===== src/hw/rtl/ets_pkg.sv =====
`timescale 1ns / 1ps

package ets_pkg;

  typedef enum logic [2:0] {
    CMD_ADD_PERIODIC = 3'd0,
    CMD_ADD_ONESHOT  = 3'd1,
    CMD_CANCEL       = 3'd2,
    CMD_EXTEND       = 3'd3,
    CMD_RUN_PERIODIC = 3'd4,
    CMD_RUN_ONESHOT  = 3'd5
  } cmd_e;

  typedef enum logic [1:0] {
    ST_OK        = 2'd0,
    ST_FULL      = 2'd1,
    ST_NOT_FOUND = 2'd2
  } status_e;

  typedef enum logic [1:0] {
    S_IDLE,
    S_SCAN,
    S_FLUSH
  } state_e;

  // countdown value that marks a periodic slot
  localparam logic [15:0] PERIODIC_MARK = 16'hFFFF;
  localparam logic [15:0] SAT_MAX       = 16'h7FFF;
  localparam logic [15:0] SAT_MIN       = 16'h8000;

endpackage


===== src/hw/rtl/event_timer_slot_table.sv =====
`timescale 1ns / 1ps

// Channel | Direction | Handshake               | Payload
// --------+-----------+-------------------------+------------------------------------------
// in      | input     | in_valid_i / in_ready_o | command, event_id, event_arg, count, phase
// out     | output    | out_valid_o/ out_ready_i| status, fired, fired_id, fired_arg, last
//
// One word is taken at a time: accept, then one slot per cycle from the slot RAM
// (registered read) unless the output stalls, then flush; unused commands skip the scan.
// Adds, cancels and extends stop the scan at the first hit; runs scan all slots.
// A fired slot is held until the next fire releases it, or the flush does and sets last.
// Reset clears the slot valid flops at once; RAM contents need no clearing pass.
// A stalled output holds the scan; a new word is taken while the final result waits.
module event_timer_slot_table
  import ets_pkg::*;
#(
  parameter int SLOT_COUNT    = 20,
  parameter int EVENT_ID_BITS = 8
) (
  input  logic               clk_i,
  input  logic               rst_ni,
  input  logic               in_valid_i,
  output logic               in_ready_o,
  input  logic [2:0]         command_i,
  input  logic [7:0]         event_id_i,
  input  logic signed [15:0] event_arg_i,
  input  logic signed [15:0] count_i,
  input  logic [1:0]         phase_i,
  output logic               out_valid_o,
  input  logic               out_ready_i,
  output logic [1:0]         status_o,
  output logic               fired_o,
  output logic [7:0]         fired_id_o,
  output logic signed [15:0] fired_arg_o,
  output logic               last_o
);

  localparam int IdW  = (EVENT_ID_BITS < 8) ? EVENT_ID_BITS : 8;
  localparam int IdxW = (SLOT_COUNT > 1) ? $clog2(SLOT_COUNT) : 1;
  localparam logic [IdxW-1:0] LastIdx = IdxW'(SLOT_COUNT - 1);

  typedef struct packed {
    logic [1:0]     phase;
    logic [IdW-1:0] id;
    logic [15:0]    arg;
    logic [15:0]    cd;
  } slot_t;

  state_e state_q, state_d;
  logic [IdxW-1:0] idx_q, idx_d;
  logic [SLOT_COUNT-1:0] valid_q, valid_d;

  cmd_e           cmd_q;
  logic [IdW-1:0] id_q;
  logic [15:0]    arg_q, cnt_q;
  logic [1:0]     ph_q;
  status_e        res_q, res_d;

  logic           pend_v_q, pend_v_d;
  logic [IdW-1:0] pend_id_q, pend_id_d;
  logic [15:0]    pend_arg_q, pend_arg_d;

  logic           out_v_q, out_v_d;
  status_e        status_q, status_d;
  logic           fired_q, fired_d;
  logic [IdW-1:0] fid_q, fid_d;
  logic [15:0]    farg_q, farg_d;
  logic           last_q, last_d;

  slot_t mem [SLOT_COUNT];
  slot_t rdata_q, wdata;
  logic            mem_we, mem_re;
  logic [IdxW-1:0] mem_raddr;

  logic go, accept, active, id_hit, ph_hit, found, fire, at_end, out_load;
  logic [16:0] sum;
  logic [15:0] cd_sat, cd_dec;

  assign go     = !out_v_q || out_ready_i;
  assign accept = in_valid_i && in_ready_o;
  assign active = valid_q[idx_q] && (rdata_q.phase != 2'd0);
  assign id_hit = active && (rdata_q.id == id_q);
  assign ph_hit = active && (rdata_q.phase == ph_q);
  assign at_end = (idx_q == LastIdx);

  assign sum    = {rdata_q.cd[15], rdata_q.cd} + {cnt_q[15], cnt_q};
  assign cd_sat = (sum[16] != sum[15]) ? (sum[16] ? SAT_MIN : SAT_MAX) : sum[15:0];
  assign cd_dec = rdata_q.cd - 16'd1;

  // slot RAM: write back the slot in hand, read the next one
  always_ff @(posedge clk_i) begin
    if (mem_we) mem[idx_q] <= wdata;
    if (mem_re) rdata_q <= mem[mem_raddr];
  end

  // next state
  always_comb begin
    state_d = state_q;
    unique case (state_q)
      S_IDLE: begin
        if (accept) begin
          state_d = (command_i <= CMD_RUN_ONESHOT) ? S_SCAN : S_FLUSH;
        end
      end
      S_SCAN: begin
        if (go && (found || at_end)) state_d = S_FLUSH;
      end
      S_FLUSH: begin
        if (go) state_d = S_IDLE;
      end
      default: state_d = S_IDLE;
    endcase
  end

  // datapath and outputs
  always_comb begin
    idx_d      = idx_q;
    valid_d    = valid_q;
    res_d      = res_q;
    pend_v_d   = pend_v_q;
    pend_id_d  = pend_id_q;
    pend_arg_d = pend_arg_q;
    status_d   = status_q;
    fired_d    = fired_q;
    fid_d      = fid_q;
    farg_d     = farg_q;
    last_d     = last_q;
    out_load   = 1'b0;
    mem_we     = 1'b0;
    mem_re     = 1'b0;
    mem_raddr  = '0;
    wdata      = rdata_q;
    found      = 1'b0;
    fire       = 1'b0;
    in_ready_o = 1'b0;

    unique case (state_q)
      S_IDLE: begin
        in_ready_o = 1'b1;
        // ready is high throughout idle, so valid alone marks the accept
        if (in_valid_i) begin
          idx_d    = '0;
          mem_re   = 1'b1;
          res_d    = ST_OK;
          pend_v_d = 1'b0;
        end
      end
      S_SCAN: begin
        if (go) begin
          unique case (cmd_q)
            CMD_ADD_PERIODIC, CMD_ADD_ONESHOT: begin
              if (!active) begin
                found          = 1'b1;
                mem_we         = 1'b1;
                wdata.phase    = ph_q;
                wdata.id       = id_q;
                wdata.arg      = arg_q;
                wdata.cd       = (cmd_q == CMD_ADD_PERIODIC) ? PERIODIC_MARK : cnt_q;
                valid_d[idx_q] = 1'b1;
              end
            end
            CMD_CANCEL: begin
              if (id_hit) begin
                found          = 1'b1;
                valid_d[idx_q] = 1'b0;
              end
            end
            CMD_EXTEND: begin
              if (id_hit) begin
                found    = 1'b1;
                mem_we   = 1'b1;
                wdata.cd = cd_sat;
              end
            end
            CMD_RUN_PERIODIC: begin
              fire = ph_hit && (rdata_q.cd == PERIODIC_MARK);
            end
            CMD_RUN_ONESHOT: begin
              if (ph_hit && !rdata_q.cd[15] && (rdata_q.cd != 16'd0)) begin
                mem_we   = 1'b1;
                wdata.cd = cd_dec;
                if (cd_dec == 16'd0) begin
                  fire           = 1'b1;
                  valid_d[idx_q] = 1'b0;
                end
              end
            end
            default: ;
          endcase

          if (!found && at_end) begin
            if (cmd_q == CMD_ADD_PERIODIC || cmd_q == CMD_ADD_ONESHOT) res_d = ST_FULL;
            if (cmd_q == CMD_CANCEL || cmd_q == CMD_EXTEND) res_d = ST_NOT_FOUND;
          end

          // a new fire releases the held one, known now not to be last
          if (fire) begin
            if (pend_v_q) begin
              out_load = 1'b1;
              status_d = ST_OK;
              fired_d  = 1'b1;
              fid_d    = pend_id_q;
              farg_d   = pend_arg_q;
              last_d   = 1'b0;
            end
            pend_v_d   = 1'b1;
            pend_id_d  = rdata_q.id;
            pend_arg_d = rdata_q.arg;
          end

          if (!found && !at_end) begin
            idx_d     = IdxW'(idx_q + 1'b1);
            mem_re    = 1'b1;
            mem_raddr = idx_d;
          end
        end
      end
      S_FLUSH: begin
        if (go) begin
          out_load = 1'b1;
          status_d = res_q;
          fired_d  = pend_v_q;
          fid_d    = pend_v_q ? pend_id_q : '0;
          farg_d   = pend_v_q ? pend_arg_q : 16'd0;
          last_d   = 1'b1;
          pend_v_d = 1'b0;
        end
      end
      default: ;
    endcase

    if (out_load) out_v_d = 1'b1;
    else if (out_ready_i) out_v_d = 1'b0;
    else out_v_d = out_v_q;
  end

  always_ff @(posedge clk_i or negedge rst_ni) begin
    if (!rst_ni) begin
      state_q  <= S_IDLE;
      valid_q  <= '0;
      pend_v_q <= 1'b0;
      out_v_q  <= 1'b0;
    end else begin
      state_q  <= state_d;
      valid_q  <= valid_d;
      pend_v_q <= pend_v_d;
      out_v_q  <= out_v_d;
    end
  end

  always_ff @(posedge clk_i) begin
    idx_q      <= idx_d;
    res_q      <= res_d;
    pend_id_q  <= pend_id_d;
    pend_arg_q <= pend_arg_d;
    status_q   <= status_d;
    fired_q    <= fired_d;
    fid_q      <= fid_d;
    farg_q     <= farg_d;
    last_q     <= last_d;
    if (accept) begin
      cmd_q <= cmd_e'(command_i);
      id_q  <= IdW'(event_id_i);
      arg_q <= event_arg_i;
      cnt_q <= count_i;
      ph_q  <= phase_i;
    end
  end

  assign out_valid_o = out_v_q;
  assign status_o    = status_q;
  assign fired_o     = fired_q;
  assign fired_id_o  = 8'(fid_q);
  assign fired_arg_o = farg_q;
  assign last_o      = last_q;

`ifndef NO_ASSERTIONS
  a_idle_no_pend: assert property (@(posedge clk_i) disable iff (!rst_ni)
    (state_q == S_IDLE) |-> !pend_v_q)
    else $error("held fire word left over at idle");

  a_fired_ok: assert property (@(posedge clk_i) disable iff (!rst_ni)
    (out_valid_o && fired_o) |-> (status_o == ST_OK))
    else $error("fired word with non-ok status");

  a_nofire_zero: assert property (@(posedge clk_i) disable iff (!rst_ni)
    (out_valid_o && !fired_o) |-> (fired_id_o == 8'd0 && fired_arg_o == 16'sd0))
    else $error("unfired word carries id or arg");

  a_notlast_fired: assert property (@(posedge clk_i) disable iff (!rst_ni)
    (out_valid_o && !last_o) |-> fired_o)
    else $error("non-final word that did not fire");
`endif

endmodule


===== config.mk =====
export PLATFORM = sky130hd
export DESIGN_NAME = event_timer_slot_table
export DESIGN_NICKNAME = d
export VERILOG_FILES = /design/src/hw/rtl/ets_pkg.sv /design/src/hw/rtl/event_timer_slot_table.sv
export SDC_FILE = /design/constraint.sdc
export NUM_CORES = 1
export LEC_CHECK = 0
export ABC_AREA = 1
export BUFFER_PORTS_ARGS = -buffer_cell sky130_fd_sc_hd__buf_2
export CAP_MARGIN = 30
export CORE_UTILIZATION = 50
export CTS_CLUSTER_DIAMETER = 50
export DETAILED_ROUTE_END_ITERATION = 10
export MAX_ROUTING_LAYER = met4
export PLACE_DENSITY = 0.66
export SYNTH_ARGS = -nofsm -noshare
export SYNTH_HDL_FRONTEND = slang
export SYNTH_SLANG_ARGS = --single-unit

===== constraint.sdc =====
create_clock -name clk_i -period 5.8 [get_ports clk_i]
set_input_delay 1.74 -clock clk_i [delete_from_list [all_inputs] [get_ports clk_i]]
set_output_delay 1.74 -clock clk_i [all_outputs]
set_load 0.01 [all_outputs]

# After elaboration in Yosys (flattened, before gate mapping)
# Memories as Yosys holds them, arrays and structs flattened. A register that Yosys moved wholly into a read port is not among the register bits.
# Index checks and enable logic that the tools add are counted.
# totals
ramBits,840
reg_bits,128
mem_count,1
output_inout_bits,30
wordCells,191
# classes
eq_ne,26
n_bitwise,3
addsub,3
reduce_logical,38
n_mux,99
order_cmp,3
# memory_table
memory,words,word_bits,read_ports,rd_ports_with_merged_regs,wr,line_no,source
mem,20,42,1,1,1,event_timer_slot_table.sv:70,slot_t mem [SLOT_COUNT];
# op_table
cell,count
$mux 16,10
$mux 42,3
$mux 20,4
$pmux 20 s3,1
$pmux 16 s3,1
$mux 8,5
$mux 1,39
$pmux 16 s2,1
$mux 5,6
$mux 2,13
$mux 26,1
$ne 2x2->1 const B,13
$and 20x20->20,1
$not 20->20,1
$or 20x20->20,1
$add 16x16->17,1
$eq 16x16->1 const B,1
$logic_not 16->1,1
$pmux 8 s2,1
$reduce_bool 16->1,1
$sub 16x1->16 const B,1
$reduce_and 5->1,3
$pmux 1 s2,6
$logic_and 1x1->1,11
other kinds (30),46

# Longest topological paths before layout
# Gate-level depths: netlist of run 1.
# logic_depth
ltp_word,14
ltp_mapped,23
ltp_nobuf,21

# Worst setup path before layout of run 1
# OpenSTA, ideal clock, no wires.
# synth_timing
path_kind,input to register
from,input out_ready_i
to,memory mem[18][0] (netlist bit) (enable)
arrival_ns,5.781
path_slack_ns,-0.474
path_buffers,2
required_ns,5.306
stages,8
path_cell_list,nor2_1 -> nor2_1 -> inv_1 -> nor2_1 -> clkbuf_1 -> o21ai_0 -> clkbuf_1 -> nor3_1
# synth_via
elab_chain_len,5
# synth_rtl
element,line_no,source
start: declaration,event_timer_slot_table.sv:30,"input logic out_ready_i,"
$logic_or 1x1->1,event_timer_slot_table.sv:79,assign go = !out_v_q || out_ready_i;
$mux 1,event_timer_slot_table.sv:149,if (go) begin
$mux 1,event_timer_slot_table.sv:137,unique case (state_q)
$mux 1,event_timer_slot_table.sv:92,if (mem_we) mem[idx_q] <= wdata;
$mux 1 (not written as such),event_timer_slot_table.sv:92,
end: declaration,event_timer_slot_table.sv:70,
# Every way passes these cells.

==> results.json, run 1 <==
{
  "netSwitchingFraction_pct": 34.38,
  "maxSlewHeadroom_pct": 32.47,
  "coreArea_um2": 88370,
  "syn_inst": 4199,
  "overflow": 0,
  "initial_core_util_pct": 50.45,
  "dp_hpwl_mm": 59.76,
  "portBuffers": 78,
  "utilization_pct": 56.80,
  "min_period_ps": 5112,
  "post_cts_buffers": 0,
  "ir_worst_vdd_v": 0.0003600,
  "synth-edff-count": 986,
  "run_status": "finished, final reports clean",
  "crit_fanout": 20,
  "yosysMostFrequentCell": "edfxtp_1",
  "design_area_um2": 50200,
  "critPathKind": "flop to flop",
  "internal_power_mw": 15.59,
  "place_congestion": 0.9733,
  "synthDistinctLibCells": 46,
  "hold_path.class": "flop to flop",
  "startpoint": "rdata_q[5]",
  "tns_ps": 0,
  "ant_nets": 0,
  "cts_hold_buf": 0,
  "netlist_top_cells_count": "986 x edfxtp_1, 893 x nand2_1, 758 x inv_1",
  "cp_data_arrival_time_ps": 5510,
  "ys_warn_count": 0,
  "wl_mm": 116.3,
  "setup-violations-final": 0,
  "drc": 0,
  "ys_top_cells_by_area": "edfxtp_1 66%, nand3_1 7.5%, nand2_1 7.5%",
  "worst_pin_slew_ps": 1013,
  "async_reset_ff_share_pct": 2.376,
  "synth_nets": 4277,
  "die_area_um2": 90380,
  "num_antenna_cells": 0,
  "grt_pass1_wl_mm": 174.1,
  "min_to": "pend_arg_q[12]",
  "ctsHtreeMaxLevel": 3,
  "syn_avg_cell_area_um2": 10.62,
  "vias": 30199,
  "reg2reg_depth": 21,
  "cts_inserted_buffers": 113,
  "grtUsageTotal_pct": 26.59,
  "yosysTopAreaCell": "edfxtp_1",
  "grt_pass1_vias": 28480,
  "synth_top_flop_cell": "edfxtp_1",
  "drive_above_1_share_pct": 9.231,
  "seqPwrFrac_pct": 42.7,
  "cellLeakagePower_nw": 20.37,
  "min_path_cells": 0,
  "area_growth_pct": 12.59,
  "fin_worst_skew_ps": 35.79,
  "fp.dieH_um": 300.6,
  "cts_tree": "done",
  "antenna_found_initial": 1,
  "synth_seq_cells": 1010,
  "synthesis.area_um2": 44590,
  "endpoint_kind": "flop",
  "fin_nets": 4344,
  "wl_per_cell_um": 21.07,
  "startpoint_type": "flop",
  "required_ps": 6200,
  "r2r-end": "mem[13][1]",
  "max_freq_ghz": 0.1956,
  "clkTransAtPathRegs_ps": 60,
  "rows": 109,
  "io_pins": 79,
  "clkLatencyLatePin_ps": 700,
  "reg2reg_setup_slack_ps": 690,
  "grt_max_degree": 139,
  "rsz0062_at_grt": "false",
  "p_comb_share_pct": 27.7,
  "synth_top_area_share_pct": 66.40,
  "r2r_start": "rdata_q[5]",
  "postCtsResizedCells": 0,
  "p_switching_mw": 8.169,
  "clkPwrFrac_pct": 29.6,
  "drt_iter0_drc": 3406,
  "powerDensity_nw_per_um2": 473.3,
  "clk_path_buf_depth": 3,
  "finalHoldViolCount": 0,
  "firstDrtPassIters": 8,
  "cts_root_buffer": "clkbuf_16",
  "cts.sinks": 1010,
  "post_dp_cell_area_um2": 46530,
  "ys_seq_area_share_pct": 67.75,
  "period_share_pct": 88.14,
  "cap_violations": 0,
  "min-delay-start": "rdata_q[28]",
  "slew_viol_final": 0,
  "vias_per_cell": 5.471,
  "die-width_um": 300.6
}
[worst max path at each step]
| stage | to | slack, ps | depth (start not counted) |
|---|---|---|---|
| after floorplan | mem[18][0] | -470 | 8 |
| after global placement | mem[2][3] | 760 | 21 |
| after detailed placement | mem[9][1] | 850 | 21 |
| after CTS | mem[13][1] | 810 | 21 |
| after global routing | mem[5][9] | 250 | 21 |
| final | mem[13][1] | 690 | 21 |
[worst max-delay path: stages, from the launching register on]
cell and delay [ps]:
edfxtp_1 510, ha_1 420, nand2_1 110, nor3_1 130
nand2_1 70, nand2_1 110, a21oi_1 100, o21ai_0 310
nand2_1 120, nand2_1 100, a21oi_1 60, o21bai_1 150
xor2_1 220, inv_1 60, ha_1 470, clkinv_1 350
o21ai_0 270, buf_4 220, o21ai_0 100, nand3_1 70
o21ai_0 300, inv_1 540
[layout by cell type (no fill, tap or decap), drive strengths merged, types with 13 or more instances in the layout]
master | netlist | final
edfxtp | 986 | 986
o21ai | 179 | 179
nand2 | 898 | 898
nor3 | 31 | 31
clkinv | 3 | 41
a21oi | 56 | 56
buf | 103 | 158
nand3 | 674 | 674
o21bai | 45 | 45
inv | 764 | 774
xor2 | 13 | 13
dfrtp | 24 | 24
mux2 | 25 | 25
nand4 | 15 | 15
o22ai | 42 | 42
nor2 | 169 | 169
ha | 28 | 28
clkbuf | 103 | 140
[cells by family after synthesis]
| group | synth area share [%] |
|---|---|
| xor gates and xnor gates | 0.4714 |
| AOI/OAI and AO/OA | 4.302 |
| DFF | 67.75 |
| buffers and inverters | 8.511 |
| and+or+nand+nor | 17.50 |
| adders and majority gates | 0.8306 |
| muxes | 0.6314 |
[routing by layer]
layer	vias to the layer above	global-route usage, %	share of wire [%]
met5	-	-	0
met4	0	9.270	3.3
met3	257	4.149	8.7
met2	1349	40.78	46
met1	14499	36.20	42
li1	14094	-	-
[power groups by stage]
stage | Sequential, mW | Clock (mW) | Combinational [mW]
6_report | 10.1 | 7.04 | 6.58
5_1_grt | 10.2 | 7.40 | 7.23
4_1_cts | 10.1 | 7.12 | 6.51
3_5_place_dp | 10.3 | 0 | 6.47
3_3_place_gp | 10.3 | 0 | 6.36
2_1_floorplan | 10.2 | 0 | 4.16
[state kept, by name (all words and copies together), names as in the netlist, 3 cells and up, named ones only]
register	flops
pend_id_q	8
idx_q	5
rdata_q	42
pend_arg_q	16
cmd_q	3
fired_id_o	8
id_q	8
cnt_q	16
mem	840
fired_arg_o	16
arg_q	16
[metrics by stage]
step | setup WS, ps | instances | power [mW] | hold WS, ps
after floorplan | -474.2 | 4199 | 14.34 | 420.4
after global placement | 757.9 | 5314 | 16.63 | 425.4
after detailed placement | 853.2 | 5316 | 16.75 | 429.3
after CTS | 814.0 | 5520 | 23.76 | 430.8
after global routing | 251.3 | 5520 | 24.82 | 457.2
final | 687.8 | 5520 | 23.76 | 427.0
[layout make-up]
type	instances	area, um2
flip-flops and latches	1010	30210
clock buffers	140	2970
repair buffers	158	1224
well taps	1165	1458
fillers	7260	38170
clock inverters	64	698.2
inverters	767	2885
multi-input cells	2216	10760
Note: power is estimated with default switching activity, not from simulation.
==> run 2: changes to the inputs <==
- CELL_PAD_IN_SITES_DETAIL_PLACEMENT: default -> 2
- CELL_PAD_IN_SITES_GLOBAL_PLACEMENT: default -> 2
- CORE_UTILIZATION: 50 -> 42
- PLACE_DENSITY: 0.66 -> default
- PLACE_DENSITY_LB_ADDON: default -> 0.1
==> results.json, run 2 (synthesis results as in run 1) <==
{
  "cts.sinks": 1010,
  "dp_hpwl_mm": 86.43,
  "seqPwrFrac_pct": 39.9,
  "post_dp_cell_area_um2": 47040,
  "clkLatencyLatePin_ps": 750,
  "required_ps": 6260,
  "crit_family": "compound AO/OA/AOI/OAI gates",
  "internal_power_mw": 16.40,
  "top_regs": "mem (840), rdata_q (42)",
  "total_power_mw": 25.65,
  "ir_worst_vdd_v": 0.0004312,
  "run_status": "finished, final reports clean",
  "cpMostUsedCell": "nand2_1",
  "antenna_found_initial": 5,
  "max_freq_ghz": 0.1885,
  "fin_cells": 5785,
  "firstDrtPassIters": 5,
  "crit_buf_inv": 4,
  "setup-violations-final": 0,
  "ctsHtreeMaxLevel": 4,
  "io_pins": 79,
  "endpoint_kind": "flop",
  "regMostFlops": "mem",
  "post_cts_buffers": 0,
  "cellLeakagePower_nw": 20.75,
  "startpoint_type": "flop",
  "path_cells": "ha_1, nand2_1, nor3_1, nand2_1, nand2_1, a21oi_1, o21ai_0, nand2_1, nand2_1, a21oi_1, o21bai_1, xor2_1, inv_1, ha_1, clkinv_1, o21ai_0, buf_4, nor2_1, o21ai_0, o21ai_0, inv_1",
  "cts_root_buffer": "clkbuf_16",
  "p_comb_share_pct": 28.0,
  "final_cell_mix": "986 x edfxtp_1, 891 x nand2_1, 755 x inv_1, 672 x nand3_1, 169 x o21ai_0",
  "reg2reg_depth": 21,
  "netSwitchingFraction_pct": 36.06,
  "coreArea_um2": 105300,
  "largest_reg_flops": 840,
  "p_switching_mw": 9.252,
  "drt_iter0_drc": 2482,
  "min_path_cells": 0,
  "startpoint": "rdata_q[5]",
  "grtUsageTotal_pct": 30.42,
  "dp.cells": 5552,
  "overflow": 0,
  "r2r_start": "rdata_q[5]",
  "grt_max_degree": 148,
  "final_common_cell": "edfxtp_1",
  "drive_above_1_share_pct": 10.18,
  "powerDensity_nw_per_um2": 499.3,
  "fin_nets": 4372,
  "slowest_delay_ps": 590,
  "cp_num_cells": 21,
  "slew_viol_final": 0,
  "rsz0062_at_grt": "false",
  "rows": 119,
  "cts_inserted_buffers": 131,
  "cts_tree": "done",
  "clkTransAtPathRegs_ps": 60,
  "wl_per_cell_um": 27.25,
  "postCtsResizedCells": 0,
  "period_share_pct": 91.47,
  "cts_hold_buf": 0,
  "vias": 32343,
  "finalHoldViolCount": 0,
  "hold_path.class": "flop to flop",
  "clkPwrFrac_pct": 32.0,
  "wl_mm": 157.6,
  "portBuffers": 78,
  "initial_core_util_pct": 42.36,
  "grt_pass1_wl_mm": 232.5,
  "crit_fanout": 20,
  "worst_pin_slew_ps": 1025,
  "cap_violations": 0,
  "clk_path_buf_depth": 3,
  "ant_nets": 0,
  "fin_worst_skew_ps": 39.09,
  "die_area_um2": 107500,
  "fp.dieH_um": 327.8,
  "die-width_um": 327.8,
  "maxSlewHeadroom_pct": 31.70,
  "grt_pass1_vias": 35036,
  "place_congestion": 0.8436,
  "cp_data_arrival_time_ps": 5760,
  "cp_slowest_cell": "inv_1",
  "drc": 0,
  "critPathKind": "flop to flop",
  "area_growth_pct": 15.22,
  "vias_per_cell": 5.591,
  "design_area_um2": 51380,
  "min_period_ps": 5305,
  "tns_ps": 0,
  "min-delay-start": "rdata_q[27]"
}
[run 2: cell count changes in the layout (fill, tap and decap cells not counted), sizes merged]
cell | previous run | this run
clkinv | 41 | 43
diode | 0 | 2
buf | 158 | 168
clkbuf | 140 | 158
inv | 774 | 775
clkinvlp | 5 | 10
bufinv | 11 | 12
[run 2: worst paths after layout]
check	slack [ps]	to
hold / removal	440	pend_arg_q[11]
hold reg to reg	440	pend_arg_q[11]
max in group asynchronous	4360	asynchronous set/reset pin
setup reg to reg	490	mem[1][2]
setup / recovery	490	mem[1][2]
min in group asynchronous	1030	pend_v_q
[run 2: layout make-up]
class | count | area (um2)
Fill cell | 10666 | 53890
Sequential cell | 1010 | 30210
Multi-Input combinational cell | 2216 | 10760
Clock buffer | 158 | 3528
Inverter | 767 | 2889
Tap cell | 1391 | 1740
Timing Repair Buffer | 168 | 1449
Clock inverter | 73 | 799.5
Antenna cell | 2 | 5.005
[run 2: per-stage QoR]
stage	utilization (%)	hold slack, ps	worst slack, ps
finish	48.81	442.9	494.6
global route	48.80	479.7	102.9
CTS	48.80	445.3	546.8
detailed placement	44.69	440.9	583.8
global placement	44.63	441.7	634.6
floorplan	-	420.4	-474.2
[run 2: per-layer routing]
metal	up-vias	track usage [%]	wire, um
met4	0	7.710	3495
met3	240	3.847	8092
met1	17013	39.86	68200
met5	-	-	0
li1	14168	-	-
met2	922	50.09	77850
[run 2: power by group through the flow]
stage / combinational, mW / sequential [mW] / clock, mW
final: 7.20 / 10.2 / 8.22
after detailed placement: 7.09 / 10.4 / 0
after global placement: 6.78 / 10.4 / 0
after CTS: 7.21 / 10.2 / 8.34
after floorplan: 4.16 / 10.2 / 0
after global routing: 7.80 / 10.3 / 8.57
